<file path="src/rtl/utp_pkg.sv">
package utp_pkg;

  localparam int unsigned CpWidth      = 21;
  localparam int unsigned QueueDepthDef = 2;

  typedef logic [CpWidth-1:0] cp_t;

  // lead byte tags for two, three and four byte sequences
  localparam logic [2:0] Lead2 = 3'b110;
  localparam logic [3:0] Lead3 = 4'b1110;
  localparam logic [4:0] Lead4 = 5'b11110;

  localparam cp_t Replacement = 21'h00FFFD;

  // one input word: a raw text byte and its end-of-text flag
  typedef struct packed {
    logic [7:0] text_byte;
    logic       last_byte;
  } text_t;

  // one result word
  typedef struct packed {
    logic       char_valid;
    cp_t        code_point;
    logic       word_start;
    logic       text_end;
  } token_t;

  // decoded word handed from the decoder to the classifier
  typedef struct packed {
    logic done;
    cp_t  cp;
    logic last;
  } entry_t;

endpackage

</file>
<file path="src/rtl/utp_front.sv">
module utp_front (
  input  logic             clk,
  input  logic             rst,
  input  logic             text_valid,
  output logic             text_ready,
  input  utp_pkg::text_t   text,
  input  logic             queue_full,
  output logic             push,
  output utp_pkg::entry_t  push_entry
);

  logic [1:0]     bytes_pending;
  logic [1:0]     bytes_pending_next;
  utp_pkg::cp_t   partial_point;
  utp_pkg::cp_t   partial_point_next;
  logic           done;
  utp_pkg::cp_t   cp;
  logic [7:0]     b;
  logic           last;

  assign b          = text.text_byte;
  assign last       = text.last_byte;
  assign text_ready = !queue_full;
  assign push       = text_valid && text_ready;

  always_comb begin
    done               = 1'b0;
    cp                 = '0;
    bytes_pending_next = bytes_pending;
    partial_point_next = partial_point;
    if (bytes_pending != 2'd0) begin
      // continuation: shift in low six bits, top bits unchecked
      partial_point_next = {partial_point[utp_pkg::CpWidth-7:0], b[5:0]};
      bytes_pending_next = bytes_pending - 2'd1;
      if (bytes_pending_next == 2'd0 || last) begin
        cp   = partial_point_next;
        done = 1'b1;
      end
    end else if (!b[7]) begin
      cp   = utp_pkg::cp_t'(b);
      done = 1'b1;
    end else if (b[7:5] == utp_pkg::Lead2) begin
      partial_point_next = utp_pkg::cp_t'(b[4:0]);
      bytes_pending_next = 2'd1;
    end else if (b[7:4] == utp_pkg::Lead3) begin
      partial_point_next = utp_pkg::cp_t'(b[3:0]);
      bytes_pending_next = 2'd2;
    end else if (b[7:3] == utp_pkg::Lead4) begin
      partial_point_next = utp_pkg::cp_t'(b[2:0]);
      bytes_pending_next = 2'd3;
    end
    // lead byte as final byte: take what was gathered
    if (!done && last && bytes_pending_next != 2'd0) begin
      cp   = partial_point_next;
      done = 1'b1;
    end
    if (done || last) begin
      bytes_pending_next = 2'd0;
      partial_point_next = '0;
    end
  end

  assign push_entry.done = done;
  assign push_entry.cp   = cp;
  assign push_entry.last = last;

  always_ff @(posedge clk) begin
    if (rst) begin
      bytes_pending <= 2'd0;
      partial_point <= '0;
    end else if (push) begin
      bytes_pending <= bytes_pending_next;
      partial_point <= partial_point_next;
    end
  end

endmodule

</file>
<file path="src/rtl/utp_queue.sv">
module utp_queue #(
  parameter int unsigned DEPTH = utp_pkg::QueueDepthDef
) (
  input  logic             clk,
  input  logic             rst,
  input  logic             push,
  input  utp_pkg::entry_t  push_entry,
  output logic             full,
  input  logic             pop,
  output logic             head_valid,
  output utp_pkg::entry_t  head
);

  localparam int unsigned PtrW = (DEPTH > 1) ? $clog2(DEPTH) : 1;
  localparam int unsigned CntW = $clog2(DEPTH + 1);
  localparam logic [PtrW-1:0] LastPtr = PtrW'(DEPTH - 1);
  localparam logic [CntW-1:0] FullCnt = CntW'(DEPTH);

  utp_pkg::entry_t mem [DEPTH];
  logic [PtrW-1:0] wr_ptr;
  logic [PtrW-1:0] rd_ptr;
  logic [CntW-1:0] count;

  assign full       = (count == FullCnt);
  assign head_valid = (count != '0);
  assign head       = mem[rd_ptr];

  always_ff @(posedge clk) begin
    if (push) begin
      mem[wr_ptr] <= push_entry;
    end
  end

  always_ff @(posedge clk) begin
    if (rst) begin
      wr_ptr <= '0;
      rd_ptr <= '0;
      count  <= '0;
    end else begin
      if (push) begin
        wr_ptr <= (wr_ptr == LastPtr) ? '0 : wr_ptr + 1'b1;
      end
      if (pop) begin
        rd_ptr <= (rd_ptr == LastPtr) ? '0 : rd_ptr + 1'b1;
      end
      case ({push, pop})
        2'b10:   count <= count + 1'b1;
        2'b01:   count <= count - 1'b1;
        default: count <= count;
      endcase
    end
  end

endmodule

</file>
<file path="src/rtl/utp_back.sv">
module utp_back (
  input  logic             clk,
  input  logic             rst,
  input  logic             head_valid,
  input  utp_pkg::entry_t  head,
  output logic             pop,
  output logic             token_valid,
  input  logic             token_ready,
  output utp_pkg::token_t  token
);

  logic          inside_word;
  logic          inside_word_next;
  utp_pkg::cp_t  cp;
  logic          keep;
  logic          is_space;
  logic          is_cjk;
  logic          is_punct;
  utp_pkg::token_t result;

  assign pop = head_valid && (!token_valid || token_ready);

  always_comb begin
    cp = head.cp;
    if (cp >= 21'h41 && cp <= 21'h5A) begin
      cp = cp + 21'h20;
    end
    keep     = head.done && head.cp != '0 && head.cp != utp_pkg::Replacement;
    is_space = cp == 21'h20 || (cp >= 21'h09 && cp <= 21'h0D);
    is_cjk   = (cp >= 21'h04E00 && cp <= 21'h09FFF) ||
               (cp >= 21'h03400 && cp <= 21'h04DBF) ||
               (cp >= 21'h20000 && cp <= 21'h2A6DF) ||
               (cp >= 21'h2A700 && cp <= 21'h2CEAF) ||
               (cp >= 21'h0F900 && cp <= 21'h0FAFF) ||
               (cp >= 21'h2F800 && cp <= 21'h2FA1F) ||
               (cp >= 21'h03000 && cp <= 21'h0303F) ||
               (cp >= 21'h0FF00 && cp <= 21'h0FFEF);
    is_punct = (cp >= 21'd33 && cp <= 21'd47) || (cp >= 21'd58 && cp <= 21'd64) ||
               (cp >= 21'd91 && cp <= 21'd96) || (cp >= 21'd123 && cp <= 21'd126) ||
               (cp >= 21'h02000 && cp <= 21'h0206F);

    result.char_valid = 1'b0;
    result.code_point = '0;
    result.word_start = 1'b0;
    result.text_end   = head.last;
    inside_word_next  = inside_word;
    if (keep) begin
      if (is_space) begin
        inside_word_next = 1'b0;
      end else if (is_cjk || is_punct) begin
        result.char_valid = 1'b1;
        result.code_point = cp;
        result.word_start = 1'b1;
        inside_word_next  = 1'b0;
      end else begin
        result.char_valid = 1'b1;
        result.code_point = cp;
        result.word_start = !inside_word;
        inside_word_next  = 1'b1;
      end
    end
    // end of text closes any open word
    if (head.last) begin
      inside_word_next = 1'b0;
    end
  end

  always_ff @(posedge clk) begin
    if (rst) begin
      inside_word <= 1'b0;
      token_valid <= 1'b0;
    end else begin
      if (pop) begin
        inside_word <= inside_word_next;
        token_valid <= 1'b1;
      end else if (token_ready) begin
        token_valid <= 1'b0;
      end
    end
  end

  always_ff @(posedge clk) begin
    if (pop) begin
      token <= result;
    end
  end

endmodule

</file>
<file path="src/rtl/utf8_text_pretokenizer.sv">
// UTF-8 text pretokenizer.
// Input channel text/text_valid/text_ready carries one byte of UTF-8 text a
// word, with last_byte set on the final byte of a text. Output channel
// token/token_valid/token_ready gives exactly one result word per input byte:
// char_valid and code_point when the byte completes a kept code point,
// word_start when that code point opens a new word, and text_end echoing
// last_byte.
// On its way to token_valid, an accepted byte enters the queue on its
// accepting edge, then the output register when empty or being taken.
// Throughput is one byte per cycle: the decoder takes a byte each cycle the
// queue has room, and the classifier drains one queue entry each cycle its
// output register is empty or being taken.
// Reset clears the decoder state, the queue, the open-word flag and the
// output valid flag; no clearing pass is needed and text_ready is high in the
// first cycle after reset.
// When the receiver holds token_ready low, the output word holds, the queue
// fills (QUEUE_DEPTH entries), then text_ready drops until the receiver
// resumes.
module utf8_text_pretokenizer #(
  parameter int unsigned QUEUE_DEPTH = utp_pkg::QueueDepthDef
) (
  input  logic             clk,
  input  logic             rst,
  input  logic             text_valid,
  output logic             text_ready,
  input  utp_pkg::text_t   text,
  output logic             token_valid,
  input  logic             token_ready,
  output utp_pkg::token_t  token
);

  logic            push;
  utp_pkg::entry_t push_entry;
  logic            queue_full;
  logic            pop;
  logic            head_valid;
  utp_pkg::entry_t head;

  utp_front u_front (
    .clk        (clk),
    .rst        (rst),
    .text_valid (text_valid),
    .text_ready (text_ready),
    .text       (text),
    .queue_full (queue_full),
    .push       (push),
    .push_entry (push_entry)
  );

  utp_queue #(
    .DEPTH (QUEUE_DEPTH)
  ) u_queue (
    .clk        (clk),
    .rst        (rst),
    .push       (push),
    .push_entry (push_entry),
    .full       (queue_full),
    .pop        (pop),
    .head_valid (head_valid),
    .head       (head)
  );

  utp_back u_back (
    .clk         (clk),
    .rst         (rst),
    .head_valid  (head_valid),
    .head        (head),
    .pop         (pop),
    .token_valid (token_valid),
    .token_ready (token_ready),
    .token       (token)
  );

endmodule
</file>
<file path="config.mk">
export PLATFORM = sky130hd
export DESIGN_NAME = utf8_text_pretokenizer
export DESIGN_NICKNAME = d
export VERILOG_FILES = /design/src/rtl/utp_pkg.sv /design/src/rtl/utp_front.sv /design/src/rtl/utp_queue.sv /design/src/rtl/utp_back.sv /design/src/rtl/utf8_text_pretokenizer.sv
export SDC_FILE = /design/constraint.sdc
export NUM_CORES = 1
export LEC_CHECK = 0
export ABC_AREA = 1
export BUFFER_PORTS_ARGS = -buffer_cell sky130_fd_sc_hd__buf_4
export CAP_MARGIN = 5
export CORE_MARGIN = 1
export CORE_UTILIZATION = 28
export CTS_CLUSTER_DIAMETER = 120
export DETAILED_ROUTE_END_ITERATION = 6
export HOLD_SLACK_MARGIN = 0.1
export PLACE_DENSITY = 0.43
export SYNTH_ARGS = -nofsm -noshare
export SYNTH_HDL_FRONTEND = slang
export SYNTH_SLANG_ARGS = --single-unit
</file>
<file path="constraint.sdc">
create_clock -name clk -period 3.35 [get_ports clk]
set_clock_uncertainty 0.2 [all_clocks]
set_input_delay 0.335 -clock clk [delete_from_list [all_inputs] [get_ports clk]]
set_output_delay 0.335 -clock clk [all_outputs]
set_load 0.05 [all_outputs]
</file>
==> results of run 1 <==
## power by group
part | switching [mW] | internal [mW] | leakage, nW | total (mW)
Sequential | 0.120 | 1.61 | 0.870 | 1.73
Clock | 0.469 | 0.558 | 0.147 | 1.03
Combinational | 2.33 | 1.14 | 1.69 | 3.47
Total | 2.92 | 3.31 | 2.71 | 6.23
## flip-flops by register name, summed over array words and instances (netlist names), named ones only
register,cells
u_back.token,24
u_back.token_valid,1
u_front.partial_point,15
u_front.bytes_pending,2
u_queue.wr_ptr,1
u_queue.rd_ptr,1
u_back.inside_word,1
u_queue.mem,46
u_queue.count,2
## cell type report
cell class                 count  share of cell area
timing repair buffer          90               0.112
clock inverter                 5             0.00572
inverter                     104              0.0601
tap                          234              0.0431
clock buffer                  11              0.0374
sequential                    94               0.381
timing repair inverter         2             0.00258
multi-input combinational    475               0.357
## Yosys cell counts (6+ instances only)
| library cell | count | share of area |
|---|---|---|
| nand2_1 | 176 | 0.12 |
| inv_1 | 98 | 0.069 |
| nor2_1 | 95 | 0.067 |
| edfxtp_1 | 70 | 0.40 |
| nor3_1 | 35 | 0.033 |
| a21oi_1 | 32 | 0.030 |
| nand3_1 | 28 | 0.026 |
| dfxtp_1 | 24 | 0.090 |
| nand4_1 | 16 | 0.019 |
| nand2_2 | 15 | 0.018 |
| o21ai_0 | 15 | 0.014 |
| o22ai_1 | 14 | 0.016 |
| clkbuf_1 | 12 | 0.0085 |
| nor4_1 | 8 | 0.0094 |
| o21ai_1 | 6 | 0.0056 |
## layer usage
layer,routed length (µm),up-vias,global-route usage,part of all wire
li1,-,2444,-,-
met1,6800,2231,0.189,0.44
met2,7780,111,0.285,0.51
met3,463,24,0.0323,0.030
met4,327,0,0.0584,0.021
met5,0,-,0,0
## repair_timing
item	in CTS	in global routing
gates resized for setup	2	60
gates cloned	0	4
buffers inserted	0	10
hold buffers	3	0
endpoints found under the setup margin	1	23
pin swaps	0	22
endpoints found under the hold margin	4	0
## per-stage QoR
stage | instance area (µm²) | TNS (ns)
finish | 6790 | 0
global route | 6790 | -0.0301
CTS | 6430 | 0
detailed placement | 6100 | -0.102
global placement | 6100 | -0.0528
floorplan | 5320 | 0
## kinds of logic after synthesis
kind of cell	count (synthesis)	synth area share
AND/OR/NAND/NOR	391	0.326
buffers and inverters	124	0.0959
flip-flops	94	0.485
AO/OA/AOI/OAI	81	0.0861
adder cells (fa/ha/maj)	3	0.00705
## final timing paths
| path | startpoint | to | slack, ns | depth (start not counted) |
|---|---|---|---|---|
| max | register | u_back.token[2] | 0.19 | 20 |
| min | rst | u_back.token_valid | 0.15 | 2 |
| max reg2reg | register | u_back.token[2] | 0.19 | 20 |
| min reg2reg | u_front.partial_point[6] | u_front.partial_point[6] | 0.26 | 2 |
==> flow_metrics.tcl, run 1 <==
set metrics [dict create \
    vias 4810 \
    synth_cells 693 \
    drt-pass1-iter-count 5 \
    root_buffer "clkbuf_16" \
    drive_gt1_frac 0.230 \
    fillers 1951 \
    hold_slack_ns 0.153 \
    hold_class "in -> reg" \
    grt_pass1_vias 4763 \
    antenna_cells 0 \
    utilization 0.364 \
    critPathArrivalTime_ns 3.06 \
    ys_seq_area_frac 0.485 \
    synth_top_flop_cell "edfxtp_1" \
    synth_cell_types 39 \
    cp_slowest_cell "dfxtp_4" \
    dieWidth_um 140 \
    fin_nets 792 \
    antenna_found_initial 0 \
    cts_buffers 9 \
    tritoncts "done" \
    grt_max_degree 28 \
    cp_max_fo 17 \
    crit_required_ns 3.25 \
    max-cap-violations 0 \
    timing.fmax_mhz 316 \
    grtUsageTotal 0.160 \
    synthArstFlopShare 0 \
    dp_cells 982 \
    startpoint_type "register" \
    num_io_pins 39 \
    layout_commonest_cell "nand2_1" \
    preCtsSetupSlack_ns -0.102 \
    clkTransAtPathRegs_ns 0.07 \
    fin_ws_ns 0.189 \
    crit_chain "clkinv_8, nand2_4, nand2_4, ha_4, buf_4, nor2_1, a21oi_2, nor2_4, nand2_2, nand2_2, nand2_4, inv_2, nand4_1, o21ai_1, nand2_1, nand2_2, nor2_4, inv_4, buf_12, nor2_1" \
    drt_iter0_drc 234 \
    syn_area_um2 5320 \
    grt_remaining_overflow 0 \
    rsz0062_at_grt "yes" \
    setup_viol 0 \
    path_class "reg -> reg" \
    htreeDepth 3 \
    yosysWarnings 0 \
    drc 0 \
    syn-num-nets 709 \
    core_um2 18600 \
    multi_input_area_um2 2430 \
    ant_nets 0 \
    die_area_um2 19600 \
    clock-sinks 94 \
    end_kind "register" \
    status "complete, no violations" \
    syn2layout_area_growth_pct 27.5 \
    fp.dieH_um 140 \
    relSlewSlack 0.614 \
    synth-edff-count 70 \
    critPathBufInv 5 \
    avgSynthCellArea_um2 7.68 \
    worst_pin_slew_ns 0.576 \
    initial_utilization 0.285 \
    synth_seq_cells 94 \
    maxSlewViolCount 0 \
    critical_path.max_stage_delay_ns 0.48 \
    layout_min_cycle_time_ns 3.16 \
    dp_hpwl_um 11300 \
    crit_family "simple AND/OR/NAND/NOR gates" \
    vias_per_cell 4.74 \
    rows 50 \
    wl_um 15400 \
    fin_cells 1015 \
    power_mw 6.23 \
    clk_path_buf_depth 2 \
    hold_violations 0 \
    wire_per_inst_um 15.1 \
    io_buffer_count 38 \
    pwr_density_cell_nw_per_um2 918 \
    power.static_leakage_nw 2.71 \
    insertion_delay_ns 0.35 \
    place_congestion 0.905 \
    grt_pass1_wl_um 24300 \
    fin_crit_sh 0.944 \
    mostFrequentLayoutCells "nand2_1, inv_1, nor2_1" \
    seq_area_um2 2590 \
    vdd_drop_max_mv 0.297 \
]
Note: power is estimated with default switching activity, not from simulation.
==> inputs of run 2 (changes only) <==
--- a/config.mk
+++ b/config.mk
@@ -8,6 +8,7 @@
 export ABC_AREA = 1
 export BUFFER_PORTS_ARGS = -buffer_cell sky130_fd_sc_hd__buf_4
 export CAP_MARGIN = 5
+export CORE_ASPECT_RATIO = 0.6
 export CORE_MARGIN = 1
 export CORE_UTILIZATION = 28
 export CTS_CLUSTER_DIAMETER = 120
==> run 2 against run 1 <==
  * Routed wire length up 8.0%
  * Maximum frequency is 1.1% lower
  * Clock-buffer cell count shrank 2
  * Worst hold slack got worse by 0.042 ns
  * Cell area rose by 2.9%
  * Via count rose by 3.6%
  * Highest routed layer unchanged
==> flow_metrics.tcl, run 2 (same netlist as run 1, synthesis figures left out) <==
set metrics [dict create \
    clk_path_buf_depth 2 \
    end_kind "register" \
    htreeDepth 3 \
    grt_remaining_overflow 0 \
    maxSlewViolCount 0 \
    dpl_cell_area_um2 6250 \
    clock-sinks 94 \
    netSwitchingPower_mw 3.08 \
    largest_reg_flops 46 \
    crit_required_ns 3.25 \
    grt_pass1_vias 4613 \
    drt-pass1-iter-count 5 \
    drive_gt1_frac 0.262 \
    worst_pin_slew_ns 0.701 \
    power_frac_comb 0.580 \
    crit_family "simple AND/OR/NAND/NOR gates" \
    critical_path.max_stage_delay_ns 0.43 \
    core_um2 18400 \
    critPathArrivalTime_ns 3.10 \
    rows 38 \
    antenna_found_initial 0 \
    startpoint_type "register" \
    swShare 0.473 \
    grt_max_degree 26 \
    rsz0062_at_grt "yes" \
    num_io_pins 39 \
    clkPwrFrac 0.156 \
    drc 0 \
    power.static_leakage_nw 2.83 \
    fin_ws_ns 0.153 \
    critPathBufInv 4 \
    status "complete, no violations" \
    ant_nets 0 \
    timing.fmax_mhz 313 \
    p_int_mw 3.43 \
    io_buffer_count 38 \
    cpMostUsedCell "nand2_1" \
    path_class "reg -> reg" \
    setup_viol 0 \
    cp_slowest_cell "dfxtp_4" \
    fin_crit_sh 0.954 \
    drt_iter0_drc 316 \
    preCtsSetupSlack_ns -0.175 \
    mostFrequentLayoutCells "nand2_1, buf_4, inv_1" \
    utilization 0.380 \
    dieWidth_um 180 \
    dp_hpwl_um 12600 \
    hold_class "in -> reg" \
    layout_commonest_cell "nand2_1" \
    initial_utilization 0.290 \
    cts_buffers 9 \
    max-cap-violations 0 \
    relSlewSlack 0.528 \
    insertion_delay_ns 0.35 \
    wl_um 16600 \
    clkTransAtPathRegs_ns 0.08 \
    vias_per_cell 4.77 \
    fin_area_um2 6980 \
    die_area_um2 19600 \
    place_congestion 0.892 \
    top_register "u_queue.mem" \
    root_buffer "clkbuf_16" \
    pwr_density_cell_nw_per_um2 933 \
    grt_pass1_wl_um 25600 \
    vias 4985 \
    vdd_drop_max_mv 0.390 \
    seqPwrFrac 0.264 \
    hold_violations 0 \
    layout_min_cycle_time_ns 3.20 \
    largest_registers "u_queue.mem: 46 flops, u_back.token: 24 flops, u_front.partial_point: 15 flops" \
    grtUsageTotal 0.173 \
    syn2layout_area_growth_pct 31.2 \
    wire_per_inst_um 15.9 \
    hold_slack_ns 0.110 \
    cp_max_fo 7 \
    fp.dieH_um 109 \
    tritoncts "done" \
    tns_ns 0 \
    antenna_cells 0 \
    fin_nets 815 \
]
==> run 2: final timing paths <==
path	start	endpoint	slack [ns]	cells after the start
max	register	u_back.token[1]	0.15	25
min	token_ready	u_back.token_valid	0.11	4
max reg2reg	register	u_back.token[1]	0.15	25
min reg2reg	u_front.partial_point[11]	u_front.partial_point[11]	0.27	2
==> run 2: stage by stage <==
| stage | power, mW | std cells |
|---|---|---|
| 4_1_cts | 6.04 | 1026 |
| 6_report | 6.52 | 1044 |
| 2_1_floorplan | 3.78 | 693 |
| 3_5_place_dp | 4.98 | 1008 |
| 3_3_place_gp | 5.00 | 1008 |
| 5_1_grt | 6.95 | 1044 |
==> run 2: final cells by class <==
| cell class | count | area [µm²] |
|---|---|---|
| timing repair inverter | 2 | 17.5 |
| tap | 240 | 300 |
| clock inverter | 7 | 65.1 |
| clock buffer | 9 | 225 |
| fill | 1879 | 11400 |
| timing repair buffer | 113 | 933 |
| multi-input combinational | 475 | 2440 |
| inverter | 104 | 408 |
| sequential | 94 | 2590 |
==> run 2: worst min-delay path, stage by stage <==
cell and delay [ns]:
buf_4 0.08, nor2_1 0.06, nor2_1 0.10, nor2_1 0.04
==> run 2: power groups by stage <==
stage	registers (mW)	clock network, mW	logic (mW)
finish	1.72	1.01	3.78
global route	1.76	1.09	4.10
CTS	1.72	1.05	3.28
detailed placement	1.73	0	3.25
global placement	1.73	0	3.27
floorplan	2.28	0	1.50
==> run 2: per-layer routing <==
| layer | vias up | part of all wire | GRT usage |
|---|---|---|---|
| met3 | 10 | 0.055 | 0.0331 |
| met1 | 2367 | 0.57 | 0.275 |
| met5 | - | 0 | 0 |
| met2 | 111 | 0.37 | 0.237 |
| li1 | 2497 | - | - |
| met4 | 0 | 0.0052 | 0.0283 |
==> run 2: repair_timing <==
item | in CTS | in global routing
gates cloned | 0 | 5
setup endpoints to repair | 20 | 24
hold buffers | 2 | 0
endpoints found under the hold margin | 3 | 0
resized for setup | 8 | 64
setup buffers | 0 | 13
pin swaps | 0 | 12
==> inputs of run 3 (changes only) <==
--- a/config.mk
+++ b/config.mk
@@ -15,6 +15,8 @@
 export DETAILED_ROUTE_END_ITERATION = 6
 export HOLD_SLACK_MARGIN = 0.1
 export PLACE_DENSITY = 0.43
+export RECOVER_POWER = 50
+export SLEW_MARGIN = 10
 export SYNTH_ARGS = -nofsm -noshare
 export SYNTH_HDL_FRONTEND = slang
 export SYNTH_SLANG_ARGS = --single-unit
==> run 3 against run 2 <==
  * Core utilization decreased by 0.63 points
  * Worst hold slack lost 0.028 ns
  * Largest cell class unchanged
  * Global-route usage is the same
  * Via count fell by 0.20%
  * Setup slack better by 0.0023 ns
  * Combinational power is 4% lower
  * Total power down 2.5%
  * Maximum frequency about the same
  * Largest power group unchanged
  * Flip-flop and latch count is the same
  * Critical path type unchanged
  * Routed wire length about the same
  * Final cell count stayed put
==> flow_metrics.tcl, run 3 (same netlist as run 1, synthesis figures left out) <==
set metrics [dict create \
    clk_path_buf_depth 2 \
    layout_commonest_cell "nand2_1" \
    fp.dieH_um 109 \
    timing.fmax_mhz 313 \
    io_buffer_count 38 \
    status "complete, no violations" \
    tritoncts "done" \
    r2r_cells 25 \
    tns_ns 0 \
    grtUsageMet1 0.275 \
    seq_area_um2 2590 \
    antenna_found_initial 0 \
    wl_um 16600 \
    maxSlewViolCount 0 \
    hold_violations 0 \
    path_class "reg -> reg" \
    hold_class "in -> reg" \
    grt_remaining_overflow 0 \
    htreeDepth 3 \
    drc 0 \
    cp_max_fo 7 \
    mostFrequentLayoutCells "nand2_1, inv_1, nor2_1" \
    fin_ws_ns 0.155 \
    preCtsSetupSlack_ns -0.175 \
    largest_registers "u_queue.mem: 46 flops, u_back.token: 24 flops, u_front.partial_point: 15 flops" \
    busiest_layer "met1" \
    drt_iter0_drc 339 \
    fillers 1900 \
    layout_min_cycle_time_ns 3.19 \
    grtUsageTotal 0.173 \
    crit_required_ns 3.25 \
    fin_crit_sh 0.954 \
    place_congestion 0.892 \
    drive_gt1_frac 0.226 \
    critPathArrivalTime_ns 3.10 \
    rsz0062_at_grt "yes" \
    relSlewSlack 0.258 \
    grt_max_degree 26 \
    die_area_um2 19600 \
    worst_pin_slew_ns 1.11 \
    grt_pass1_vias 4613 \
    top_register "u_queue.mem" \
    num_io_pins 39 \
    clock-sinks 94 \
    dieWidth_um 180 \
    vdd_drop_max_mv 0.365 \
    drt-pass1-iter-count 5 \
    syn2layout_area_growth_pct 29.0 \
    pwr_density_cell_nw_per_um2 926 \
    end_kind "register" \
    holdPathStages 4 \
    wire_per_inst_um 15.9 \
    vias_per_cell 4.77 \
    clkTransAtPathRegs_ns 0.08 \
    ant_nets 0 \
    max-cap-violations 0 \
    cts_buffers 9 \
    power.static_leakage_nw 2.72 \
    setup_viol 0 \
    met3_usage 0.0331 \
    fin_nets 815 \
    grt_util_met2 0.237 \
    dp_hpwl_um 12600 \
    rows 38 \
    core_um2 18400 \
    grt_pass1_wl_um 25600 \
    initial_utilization 0.290 \
    antenna_cells 0 \
    startpoint_type "register" \
    vias 4975 \
    largest_reg_flops 46 \
    multi_input_area_um2 2430 \
    root_buffer "clkbuf_16" \
    insertion_delay_ns 0.35 \
]
[run 3: cell count changes in the layout (fill, tap and decap cells not counted), sizes merged]
cell,change
buf,-28
clkbuf,+28
[run 3: report_power, final]
| group | total (mW) | leakage [nW] | internal, mW | switching, mW |
|---|---|---|---|---|
| logic | 3.62 | 1.71 | 1.16 | 2.47 |
| clock network | 1.01 | 0.144 | 0.521 | 0.490 |
| registers | 1.72 | 0.870 | 1.61 | 0.106 |
[run 3: worst max-delay path, stage by stage (launching register included)]
cell,delay (ns)
dfxtp_4,0.43
buf_4,0.15
inv_6,0.05
nand2_1,0.06
nand2_2,0.11
nor2_2,0.13
nand2_1,0.10
nor2_4,0.16
nand2_1,0.10
nand2_2,0.13
nand3b_1,0.13
nand2_4,0.14
buf_4,0.13
nor2_2,0.03
nand2_1,0.08
nand2_2,0.07
nand2_2,0.07
nand2_1,0.05
nand2_1,0.05
nand2_1,0.09
nand2_2,0.13
nand2_1,0.07
nor2_2,0.10
nand3_1,0.07
nand2_1,0.06
inv_1,0.03
[run 3: routing by layer]
layer / up-vias / share of wire
met3: 8 / 0.071
met2: 152 / 0.37
met4: 0 / 0.0049
met1: 2321 / 0.56
li1: 2494 / -
met5: - / 0
[run 3: timing repair]
item                       in CTS  in global routing
gates resized for setup         8                 64
setup endpoints to repair      20                 24
hold endpoints to repair        3                  0
buffers inserted                0                 13
hold buffers                    2                  0
cloned                          0                  5
pin swaps                       0                 12
[run 3: cell type report]
type | count | area share
Multi-Input combinational cell | 475 | 0.355
Tap cell | 240 | 0.0437
Timing Repair inverter | 2 | 0.00255
Clock buffer | 9 | 0.0328
Inverter | 104 | 0.0594
Sequential cell | 94 | 0.377
Clock inverter | 7 | 0.00948
Timing Repair Buffer | 113 | 0.121
[run 3: through the flow]
stage | std cells | utilization | hold slack [ns] | area [µm²] | power [mW]
2_1_floorplan | 693 | - | 0.234 | 5320 | 3.78
3_3_place_gp | 1008 | 0.340 | 0.253 | 6250 | 5.00
3_5_place_dp | 1008 | 0.340 | 0.255 | 6250 | 4.98
4_1_cts | 1026 | 0.358 | 0.101 | 6580 | 6.04
5_1_grt | 1044 | 0.374 | 0.0990 | 6860 | 6.80
6_report | 1044 | 0.374 | 0.0821 | 6860 | 6.35
[run 3: worst paths after layout]
check	start	end	slack [ns]
worst min register to register	u_front.partial_point[11]	u_front.partial_point[11]	0.27
worst max register to register	register	u_back.token[1]	0.16
worst min-delay path	token_ready	u_back.token_valid	0.08
worst max-delay path	register	u_back.token[1]	0.16
